===== src/rtl/core/dxtd_pkg.sv =====
// ----------------------------------------------------------------------------
// DXT block decoder package
// Shared types, format codes and fixed-ratio arithmetic helpers.
// ----------------------------------------------------------------------------
package dxtd_pkg;

  typedef enum logic [1:0] {
    FMT_DXT1 = 2'd0,
    FMT_DXT3 = 2'd1,
    FMT_DXT5 = 2'd2,
    FMT_RSVD = 2'd3
  } fmt_t;

  localparam int TEXELS = 4 * 4;
  localparam int IDX_W = $clog2(TEXELS);
  localparam logic [IDX_W-1:0] LAST_IDX = IDX_W'(TEXELS - 1);

  typedef struct packed {
    logic [63:0]      alpha_half;
    logic [63:0]      color_half;
    fmt_t             fmt;
    logic [IDX_W-1:0] idx;
  } blk_t;

  typedef struct packed {
    logic [7:0]       red;
    logic [7:0]       green;
    logic [7:0]       blue;
    logic [7:0]       alpha;
    logic [IDX_W-1:0] texel_index;
    logic             last_texel;
    logic             punch_through;
  } texel_t;

  typedef struct packed {
    logic             busy;
    logic [IDX_W-1:0] cnt;
    logic             adv;
  } blk_stat_t;

  // v * 255 / 31, truncating, by reciprocal multiplication.
  function automatic logic [7:0] expand5(input logic [4:0] v);
    logic [12:0] x;
    logic [26:0] p;
    x = 13'(v) * 13'd255;
    p = 27'(x) * 27'd8457;
    return p[25:18];
  endfunction

  // v * 255 / 63, truncating.
  function automatic logic [7:0] expand6(input logic [5:0] v);
    logic [13:0] x;
    logic [28:0] p;
    x = 14'(v) * 14'd255;
    p = 29'(x) * 29'd16645;
    return p[27:20];
  endfunction

  // x / 3 for x up to 765.
  function automatic logic [7:0] div3(input logic [9:0] x);
    logic [26:0] p;
    p = 27'(x) * 27'd43691;
    return p[24:17];
  endfunction

  // x / 7 for x up to 1785.
  function automatic logic [7:0] div7(input logic [10:0] x);
    logic [23:0] p;
    p = 24'(x) * 24'd4682;
    return p[22:15];
  endfunction

  // x / 5 for x up to 1275.
  function automatic logic [7:0] div5(input logic [10:0] x);
    logic [22:0] p;
    p = 23'(x) * 23'd3277;
    return p[21:14];
  endfunction

endpackage


===== src/rtl/core/dxtd_block_if.sv =====
// ----------------------------------------------------------------------------
// DXT block channel
// Carries one compressed block per beat as two 64-bit halves.
// ----------------------------------------------------------------------------
interface dxtd_block_if;
  logic        valid;
  logic        ready;
  logic [63:0] alpha_half;
  logic [63:0] color_half;

  modport source (output valid, output alpha_half, output color_half, input ready);
  modport sink (input valid, input alpha_half, input color_half, output ready);
endinterface


===== src/rtl/core/dxtd_texel_if.sv =====
// ----------------------------------------------------------------------------
// DXT texel channel
// Carries one decoded RGBA8 texel per beat with its position in the block.
// ----------------------------------------------------------------------------
interface dxtd_texel_if;
  logic       valid;
  logic       ready;
  logic [7:0] red;
  logic [7:0] green;
  logic [7:0] blue;
  logic [7:0] alpha;
  logic [3:0] texel_index;
  logic       last_texel;
  logic       punch_through;

  modport source (output valid, output red, output green, output blue, output alpha,
                  output texel_index, output last_texel, output punch_through,
                  input ready);
  modport sink (input valid, input red, input green, input blue, input alpha,
                input texel_index, input last_texel, input punch_through,
                output ready);
endinterface


===== src/rtl/core/dxtd_cfg_if.sv =====
// ----------------------------------------------------------------------------
// DXT configuration channel
// Write channel for the block format register.
// ----------------------------------------------------------------------------
interface dxtd_cfg_if;
  logic       valid;
  logic       ready;
  logic [1:0] block_format;

  modport source (output valid, output block_format, input ready);
  modport sink (input valid, input block_format, output ready);
endinterface


===== src/rtl/core/dxtd_block_reg.sv =====
// ----------------------------------------------------------------------------
// DXT block register
// Holds the current block and steps the texel counter through it.
// ----------------------------------------------------------------------------
module dxtd_block_reg
  import dxtd_pkg::*;
(
  input  logic            clk,
  input  logic            rst_n,
  dxtd_block_if.sink      in_blk,
  input  fmt_t            fmt,
  input  logic            out_free,
  output blk_t            blk,
  output blk_stat_t       stat
);

  logic             busy_r;
  logic [IDX_W-1:0] cnt_r;
  logic [63:0]      alpha_r;
  logic [63:0]      color_r;
  fmt_t             fmt_r;
  logic             last;
  logic             adv;
  logic             take;

  assign last = (cnt_r == LAST_IDX);
  assign adv = busy_r && out_free;
  assign in_blk.ready = !busy_r || (adv && last);
  assign take = in_blk.valid && in_blk.ready;

  always_ff @(posedge clk) begin
    if (!rst_n) begin
      busy_r <= 1'b0;
      cnt_r  <= '0;
    end else if (take) begin
      busy_r <= 1'b1;
      cnt_r  <= '0;
    end else if (adv) begin
      if (last) begin
        busy_r <= 1'b0;
      end
      cnt_r <= cnt_r + 1'b1;
    end
  end

  always_ff @(posedge clk) begin
    if (take) begin
      alpha_r <= in_blk.alpha_half;
      color_r <= in_blk.color_half;
      fmt_r   <= fmt;
    end
  end

  assign blk = '{alpha_half: alpha_r, color_half: color_r, fmt: fmt_r, idx: cnt_r};
  assign stat = '{busy: busy_r, cnt: cnt_r, adv: adv};

endmodule


===== src/rtl/core/dxtd_texel_decode.sv =====
// ----------------------------------------------------------------------------
// DXT texel decoder
// Computes the color and alpha of the selected texel of the held block.
// ----------------------------------------------------------------------------
module dxtd_texel_decode
  import dxtd_pkg::*;
(
  input  blk_t   blk,
  output texel_t texel
);

  logic [15:0] c0;
  logic [15:0] c1;
  logic [31:0] codes;
  logic [1:0]  ci;
  logic [47:0] abits;
  logic [5:0]  aoff;
  logic [2:0]  ai;
  logic [3:0]  nib;
  logic [7:0]  a0;
  logic [7:0]  a1;
  logic        dxt1;
  logic        three;
  logic [7:0]  e0 [3];
  logic [7:0]  e1 [3];
  logic [7:0]  col [3];
  logic [7:0]  col_alpha;
  logic [7:0]  a5;
  logic [2:0]  w0;
  logic [2:0]  w1;
  logic [10:0] asum;
  logic [7:0]  alpha;

  assign c0 = blk.color_half[15:0];
  assign c1 = blk.color_half[31:16];
  assign codes = blk.color_half[63:32];
  assign ci = codes[{blk.idx, 1'b0} +: 2];
  assign abits = blk.alpha_half[63:16];
  assign aoff = 6'(blk.idx) * 6'd3;
  assign ai = abits[aoff +: 3];
  assign nib = blk.alpha_half[{blk.idx, 2'b00} +: 4];
  assign a0 = blk.alpha_half[7:0];
  assign a1 = blk.alpha_half[15:8];

  assign dxt1 = (blk.fmt == FMT_DXT1) || (blk.fmt == FMT_RSVD);
  assign three = dxt1 && !(c0 > c1);

  assign e0[0] = expand5(c0[15:11]);
  assign e0[1] = expand6(c0[10:5]);
  assign e0[2] = expand5(c0[4:0]);
  assign e1[0] = expand5(c1[15:11]);
  assign e1[1] = expand6(c1[10:5]);
  assign e1[2] = expand5(c1[4:0]);

  always_comb begin
    for (int ch = 0; ch < 3; ch++) begin
      unique case (ci)
        2'd0: col[ch] = e0[ch];
        2'd1: col[ch] = e1[ch];
        2'd2: col[ch] = three ? 8'((9'(e0[ch]) + 9'(e1[ch])) >> 1)
                              : div3(10'({e0[ch], 1'b0}) + 10'(e1[ch]));
        default: col[ch] = three ? 8'd0 : div3(10'(e0[ch]) + 10'({e1[ch], 1'b0}));
      endcase
    end
  end

  assign col_alpha = (three && ci == 2'd3) ? 8'd0 : 8'd255;

  always_comb begin
    w0 = 3'(4'd8 - 4'(ai));
    w1 = ai - 3'd1;
    if (!(a0 > a1)) begin
      w0 = 3'(4'd6 - 4'(ai));
    end
    asum = 11'(a0) * 11'(w0) + 11'(a1) * 11'(w1);
    priority if (ai == 3'd0) begin
      a5 = a0;
    end else if (ai == 3'd1) begin
      a5 = a1;
    end else if (a0 > a1) begin
      a5 = div7(asum);
    end else if (ai == 3'd6) begin
      a5 = 8'd0;
    end else if (ai == 3'd7) begin
      a5 = 8'd255;
    end else begin
      a5 = div5(asum);
    end
  end

  always_comb begin
    unique case (blk.fmt)
      FMT_DXT3: alpha = {nib, nib};
      FMT_DXT5: alpha = a5;
      default:  alpha = col_alpha;
    endcase
  end

  assign texel = '{red: col[0], green: col[1], blue: col[2], alpha: alpha,
                   texel_index: blk.idx, last_texel: (blk.idx == LAST_IDX),
                   punch_through: three};

endmodule


===== src/rtl/core/dxtd_out_reg.sv =====
// ----------------------------------------------------------------------------
// DXT output register
// Holds one decoded texel until the sink takes the beat.
// ----------------------------------------------------------------------------
module dxtd_out_reg
  import dxtd_pkg::*;
(
  input  logic          clk,
  input  logic          rst_n,
  input  logic          load,
  input  texel_t        texel,
  dxtd_texel_if.source  out_texel,
  output logic          free
);

  logic   valid_r;
  texel_t data_r;

  assign free = !valid_r || out_texel.ready;

  always_ff @(posedge clk) begin
    if (!rst_n) begin
      valid_r <= 1'b0;
    end else if (load) begin
      valid_r <= 1'b1;
    end else if (out_texel.ready) begin
      valid_r <= 1'b0;
    end
  end

  always_ff @(posedge clk) begin
    if (load) begin
      data_r <= texel;
    end
  end

  assign out_texel.valid = valid_r;
  assign out_texel.red = data_r.red;
  assign out_texel.green = data_r.green;
  assign out_texel.blue = data_r.blue;
  assign out_texel.alpha = data_r.alpha;
  assign out_texel.texel_index = data_r.texel_index;
  assign out_texel.last_texel = data_r.last_texel;
  assign out_texel.punch_through = data_r.punch_through;

endmodule


===== src/rtl/core/dxt_texture_block_decoder.sv =====
// ----------------------------------------------------------------------------
// DXT texture block decoder
// Decodes DXT1, DXT3 and DXT5 blocks into sixteen RGBA8 texels in row order.
// ----------------------------------------------------------------------------
// A block is taken in one beat and leaves as sixteen texel beats, one per
// cycle while the output register is free to take them; the texel counter
// steps the single decode path through the held block. The next block is
// accepted in the same cycle that the last texel of the current one moves to
// the output register, so blocks follow without a gap. An accepted block is
// captured in the block register and each texel then passes through the
// output register. The format register is sampled when a block is accepted.
module dxt_texture_block_decoder
  import dxtd_pkg::*;
(
  input  logic          clk,
  input  logic          rst_n,
  dxtd_cfg_if.sink      cfg_wr,
  dxtd_block_if.sink    in_blk,
  dxtd_texel_if.source  out_texel
);

  fmt_t      fmt_r;
  blk_t      blk;
  blk_stat_t stat;
  texel_t    texel;
  logic      out_free;

  assign cfg_wr.ready = 1'b1;

  always_ff @(posedge clk) begin
    if (!rst_n) begin
      fmt_r <= FMT_DXT1;
    end else if (cfg_wr.valid) begin
      fmt_r <= fmt_t'(cfg_wr.block_format);
    end
  end

  dxtd_block_reg u_block_reg (
    .clk      (clk),
    .rst_n    (rst_n),
    .in_blk   (in_blk),
    .fmt      (fmt_r),
    .out_free (out_free),
    .blk      (blk),
    .stat     (stat)
  );

  dxtd_texel_decode u_decode (
    .blk   (blk),
    .texel (texel)
  );

  dxtd_out_reg u_out_reg (
    .clk       (clk),
    .rst_n     (rst_n),
    .load      (stat.adv),
    .texel     (texel),
    .out_texel (out_texel),
    .free      (out_free)
  );

  a_take_starts_block: assert property (@(posedge clk) disable iff (!rst_n)
    in_blk.valid && in_blk.ready |=> stat.busy && stat.cnt == '0)
    else $error("accepted block did not start at texel zero");

  a_ready_only_when_free: assert property (@(posedge clk) disable iff (!rst_n)
    in_blk.ready |-> !stat.busy || (stat.adv && stat.cnt == LAST_IDX))
    else $error("block accepted while texels of the held block remain");

  a_adv_loads_output: assert property (@(posedge clk) disable iff (!rst_n)
    stat.adv |=> out_texel.valid)
    else $error("advanced texel did not reach the output register");

  a_no_adv_on_stall: assert property (@(posedge clk) disable iff (!rst_n)
    out_texel.valid && !out_texel.ready |-> !stat.adv)
    else $error("texel overwrote a stalled output beat");

endmodule

===== src/flat_wrapper.sv =====
// flat-port wrapper written by rule: the top's interface ports become plain ports
module dxt_texture_block_decoder_flat import dxtd_pkg::*;
  (clk, rst_n, cfg_wr_valid, cfg_wr_block_format, cfg_wr_ready, in_blk_valid, in_blk_alpha_half, in_blk_color_half, in_blk_ready, out_texel_valid, out_texel_red, out_texel_green, out_texel_blue, out_texel_alpha, out_texel_texel_index, out_texel_last_texel, out_texel_punch_through, out_texel_ready);
  dxtd_cfg_if cfg_wr_i ();
  dxtd_block_if in_blk_i ();
  dxtd_texel_if out_texel_i ();
  input  logic clk;
  input  logic rst_n;
  input wire logic [$bits(cfg_wr_i.valid)-1:0] cfg_wr_valid;
  input wire logic [$bits(cfg_wr_i.block_format)-1:0] cfg_wr_block_format;
  output wire logic [$bits(cfg_wr_i.ready)-1:0] cfg_wr_ready;
  input wire logic [$bits(in_blk_i.valid)-1:0] in_blk_valid;
  input wire logic [$bits(in_blk_i.alpha_half)-1:0] in_blk_alpha_half;
  input wire logic [$bits(in_blk_i.color_half)-1:0] in_blk_color_half;
  output wire logic [$bits(in_blk_i.ready)-1:0] in_blk_ready;
  output wire logic [$bits(out_texel_i.valid)-1:0] out_texel_valid;
  output wire logic [$bits(out_texel_i.red)-1:0] out_texel_red;
  output wire logic [$bits(out_texel_i.green)-1:0] out_texel_green;
  output wire logic [$bits(out_texel_i.blue)-1:0] out_texel_blue;
  output wire logic [$bits(out_texel_i.alpha)-1:0] out_texel_alpha;
  output wire logic [$bits(out_texel_i.texel_index)-1:0] out_texel_texel_index;
  output wire logic [$bits(out_texel_i.last_texel)-1:0] out_texel_last_texel;
  output wire logic [$bits(out_texel_i.punch_through)-1:0] out_texel_punch_through;
  input wire logic [$bits(out_texel_i.ready)-1:0] out_texel_ready;
  assign cfg_wr_i.valid = cfg_wr_valid;
  assign cfg_wr_i.block_format = cfg_wr_block_format;
  assign cfg_wr_ready = cfg_wr_i.ready;
  assign in_blk_i.valid = in_blk_valid;
  assign in_blk_i.alpha_half = in_blk_alpha_half;
  assign in_blk_i.color_half = in_blk_color_half;
  assign in_blk_ready = in_blk_i.ready;
  assign out_texel_valid = out_texel_i.valid;
  assign out_texel_red = out_texel_i.red;
  assign out_texel_green = out_texel_i.green;
  assign out_texel_blue = out_texel_i.blue;
  assign out_texel_alpha = out_texel_i.alpha;
  assign out_texel_texel_index = out_texel_i.texel_index;
  assign out_texel_last_texel = out_texel_i.last_texel;
  assign out_texel_punch_through = out_texel_i.punch_through;
  assign out_texel_i.ready = out_texel_ready;
  dxt_texture_block_decoder u_core (.clk(clk), .rst_n(rst_n), .cfg_wr(cfg_wr_i), .in_blk(in_blk_i), .out_texel(out_texel_i));
endmodule

===== config.mk =====
export PLATFORM = sky130hd
export DESIGN_NAME = dxt_texture_block_decoder_flat
export DESIGN_NICKNAME = d
export VERILOG_FILES = /design/src/rtl/core/dxtd_pkg.sv /design/src/rtl/core/dxtd_block_if.sv /design/src/rtl/core/dxtd_texel_if.sv /design/src/rtl/core/dxtd_cfg_if.sv /design/src/rtl/core/dxtd_block_reg.sv /design/src/rtl/core/dxtd_texel_decode.sv /design/src/rtl/core/dxtd_out_reg.sv /design/src/rtl/core/dxt_texture_block_decoder.sv /design/src/flat_wrapper.sv
export SDC_FILE = /design/constraint.sdc
export NUM_CORES = 2
export LEC_CHECK = 0
export ABC_AREA = 0
export BUFFER_PORTS_ARGS = -buffer_cell sky130_fd_sc_hd__clkbuf_2
export CORE_MARGIN = 1
export CORE_UTILIZATION = 40
export CTS_CLUSTER_DIAMETER = 200
export DETAILED_ROUTE_END_ITERATION = 7
export PLACE_DENSITY = 0.63
export SYNTH_ARGS = -nofsm -noshare
export SYNTH_HDL_FRONTEND = slang
export SYNTH_SLANG_ARGS = --single-unit

===== constraint.sdc =====
create_clock -name clk -period 13.6 [get_ports clk]
set_input_delay 1.36 -clock clk [delete_from_list [all_inputs] [get_ports clk]]
set_output_delay 1.36 -clock clk [all_outputs]
set_load 0.01 [all_outputs]

==> impl_metrics.env <==
export IMPL_status="finished, final reports clean"
export IMPL_synth_area_leader_cell="ha_1"
export IMPL_clk_latency_ps=500
export IMPL_rsz0062_at_grt="true"
export IMPL_cts_clk_slew_worst_paths_ps=90
export IMPL_grt_max_degree=70
export IMPL_syn_inst=4057
export IMPL_fin_crit_ps=13430
export IMPL_hold_ws_ps=437.1
export IMPL_cp_max_fo=4
export IMPL_r2r_cells=58
export IMPL_fin_crit_sh_pct=98.77
export IMPL_finalSetupViolCount=0
export IMPL_syn2layout_area_growth_pct=20.71
export IMPL_yosys_warnings=0
export IMPL_finClkSkew_ps=21.23
export IMPL_drtIter0Drc=1474
export IMPL_setup_worst_path_class="register to register"
export IMPL_timing_rr_end="u_core.u_out_reg.out_texel.green[7]"
export IMPL_timing_max_cap_violations=0
export IMPL_synth_top_area_share_pct=33.96
export IMPL_routed_wl_mm=98.62
export IMPL_die_area_mm2=0.1033
export IMPL_antenna_found_initial=3
export IMPL_route_antenna_remaining_nets=0
export IMPL_synth_seq_cells=176
export IMPL_start_util_pct=40.59
export IMPL_cts_htree_levels=4
export IMPL_slowest_stage="fa_1"
export IMPL_drc=0
export IMPL_hold_path_cell_count=0
export IMPL_finalNonFillerCells=6058
export IMPL_hp_start="u_core.fmt_r[1]"
export IMPL_pin_count=176
export IMPL_final_setup_tns_ps=0
export IMPL_hold_viol=0
export IMPL_ys_flop_type="edfxtp_1"
export IMPL_ctsLongestPathBuffers=2
export IMPL_worst_setup_path_start_kind="register"
export IMPL_ys_types=95
export IMPL_io_buffers=174
export IMPL_crit_top_cell="fa_1"
export IMPL_syn_area_mm2=0.04083
export IMPL_track_usage_pct=19.16
export IMPL_synth_avg_cell_area_um2=10.06
export IMPL_wl_per_cell_um=16.28
export IMPL_cts_tree="built"
export IMPL_gr_total_overflow=0
export IMPL_grt_pass1_vias=31771
export IMPL_viasPerCell=5.080
export IMPL_hpwl_mm=83.68
export IMPL_hold_end="u_core.u_block_reg.fmt_r[1]"
export IMPL_die_height_um=321.5
export IMPL_post_route_util_pct=49.00
export IMPL_timing_rr_start="u_core.u_block_reg.color_r[22]"
export IMPL_synth_fp_nets=5689
export IMPL_cp_slowest_stage_delay_ps=550
export IMPL_tightest_slew_ps=1103
export IMPL_grt_pass1_wl_mm=159.8
export IMPL_gp_congestion=0.8776
export IMPL_cts_buffers=17
export IMPL_crit_arrival_ps=13680
export IMPL_first_pass_iters=5
export IMPL_slew_viol_final=0
export IMPL_synthTopCellsByArea="ha_1 34%, fa_1 19%, edfxtp_1 12%"
export IMPL_place_inst=5952
export IMPL_synth_async_reset_ratio_pct=0
export IMPL_rrSetupSlack_ps=170
export IMPL_cts_root_buffer="clkbuf_16"
export IMPL_cts_sinks=176
export IMPL_layout_drive_gt1_share_pct=22.74
export IMPL_num_vias=30776
export IMPL_end_kind="register"
export IMPL_worstPathRequired_ps=13850
export IMPL_synth_edf_count=168
export IMPL_final_nets=6319
export IMPL_core_area_mm2=0.1006
export IMPL_maxSlewHeadroom_pct=26.50
export IMPL_rows=116
export IMPL_die_width_um=321.5
export IMPL_timing_fmax_mhz=74.44
export IMPL_hold_class="register to register"
export IMPL_ys_seq_area_share_pct=12.75
worst max path at each step:
stage                                         startpoint                             endpoint  slack (ps)  cells after the start
final                     u_core.u_block_reg.color_r[22]  u_core.u_out_reg.out_texel.green[7]         170                     58
after global routing      u_core.u_block_reg.color_r[22]  u_core.u_out_reg.out_texel.green[7]        -460                     57
after CTS                 u_core.u_block_reg.color_r[21]  u_core.u_out_reg.out_texel.green[7]         -20                     58
after detailed placement  u_core.u_block_reg.color_r[21]  u_core.u_out_reg.out_texel.green[7]        -390                     59
after global placement    u_core.u_block_reg.color_r[21]  u_core.u_out_reg.out_texel.green[7]        -180                     58
after floorplan           u_core.u_block_reg.color_r[21]  u_core.u_out_reg.out_texel.green[7]         0.7                     59
area by class of cell:
type | count | area (um^2)
repair buffers | 649 | 4471
flip-flops and latches | 176 | 5207
fillers | 9150 | 51300
clock buffers | 17 | 425.4
well taps | 1357 | 1698
diodes | 1 | 2.502
clock inverters | 15 | 201.4
inverters | 789 | 2964
multi-input cells | 3054 | 34310
synth_stat cells, types with 6 or more instances:
cell and instances:
ha_1 1108, inv_1 786, fa_1 389, a21oi_1 179, edfxtp_1 168, xnor2_1 160
nor2_1 153, nand2_1 133, o21ai_0 98, a21o_1 91, xor2_1 84, nand3_1 46
mux4_2 44, o21bai_1 41, nor3_1 37, mux2i_1 35, nand2b_1 33, and2_1 32
o21a_1 32, nor2b_1 31, clkbuf_1 27, nand4_1 27, a31oi_1 24, a211oi_1 22
and3_1 22, o211ai_1 14, a2111oi_0 12, a211o_1 12, o22ai_1 11, and4_1 10
a31o_2 9, nor4_1 9, dfxtp_1 8, maj3_1 8, a21boi_0 7, a221oi_1 7
a22oi_1 7, o21ai_1 7, o221ai_1 7, mux2_2 6, o311ai_0 6, or3_1 6
per-layer routing:
layer  track usage, %  routed length [um]
met4            2.963                1163
met3            2.440                4199
met5                0                  41
met2            32.85               46950
met1            26.08               46270
cell families after synthesis:
group	synth area share [%]
compound gates	10.66
xor+xnor	5.409
fa+ha+maj	53.28
buf+inv	7.644
flops	12.75
mux	3.451
other cells	0.01840
simple gates	6.785
registers in the layout (all words and copies together) (netlist names):
| register | flops |
|---|---|
| u_core.u_block_reg.alpha_r | 64 |
| u_core.u_out_reg.out_texel.alpha | 8 |
| u_core.fmt_r | 2 |
| u_core.u_out_reg.out_texel.blue | 8 |
| u_core.u_block_reg.busy_r | 1 |
| u_core.u_block_reg.cnt_r | 4 |
| u_core.u_out_reg.out_texel.valid | 1 |
| u_core.u_out_reg.out_texel.red | 8 |
| u_core.u_block_reg.color_r | 64 |
| u_core.u_out_reg.out_texel.punch_through | 1 |
| u_core.u_out_reg.out_texel.last_texel | 1 |
| u_core.u_out_reg.out_texel.texel_index | 4 |
| u_core.u_out_reg.out_texel.green | 8 |
| u_core.u_block_reg.fmt_r | 2 |
what timing repair did:
item | in CTS | in global routing
endpoints found under the setup margin | 13 | 24
resized for setup | 54 | 273
hold buffers | 0 | 0
pin swaps | 34 | 210
buffers inserted | 19 | 54
per-stage QoR:
stage	worst slack [ps]	cell area (um^2)
2_1_floorplan	0.6777	41080
3_3_place_gp	-175.8	46530
3_5_place_dp	-387.8	46530
4_1_cts	-16.11	47540
5_1_grt	-457.3	49280
6_report	166.8	49280
layout by cell type, fill, tap and decap left out, types with 15 or more instances in the layout:
master,n
o21a_1,31
nand2_1,126
nand3_1,44
xnor2_1,135
nand2b_1,33
o21bai_1,38
inv_1,763
ha_1,1044
ha_4,46
a21oi_2,54
o21ai_1,21
ha_2,18
and3_1,15
nor2_1,140
inv_2,25
and2_1,30
fa_2,16
edfxtp_1,168
mux4_2,44
nor3_1,32
o21ai_0,73
xor2_1,71
buf_4,466
a31oi_1,18
nand4_1,27
a21oi_1,125
xnor2_2,25
clkbuf_16,17
a21o_1,91
nor2b_1,28
mux2i_1,35
fa_1,373
clkbuf_2,174
critical path, delay by kind of cell (launching register included):
family                     cells  cell delay (ps)
buffers and inverters         13             1000
DFF                            1              370
adders and majority gates     17             6610
xor gates and xnor gates       3              360
and+or+nand+nor                9             1230
AOI/OAI and AO/OA             16             3610
Power is left out: the tool's default activity adds up to more than one toggle a clock period on the data nets, which glitch-free logic cannot reach.
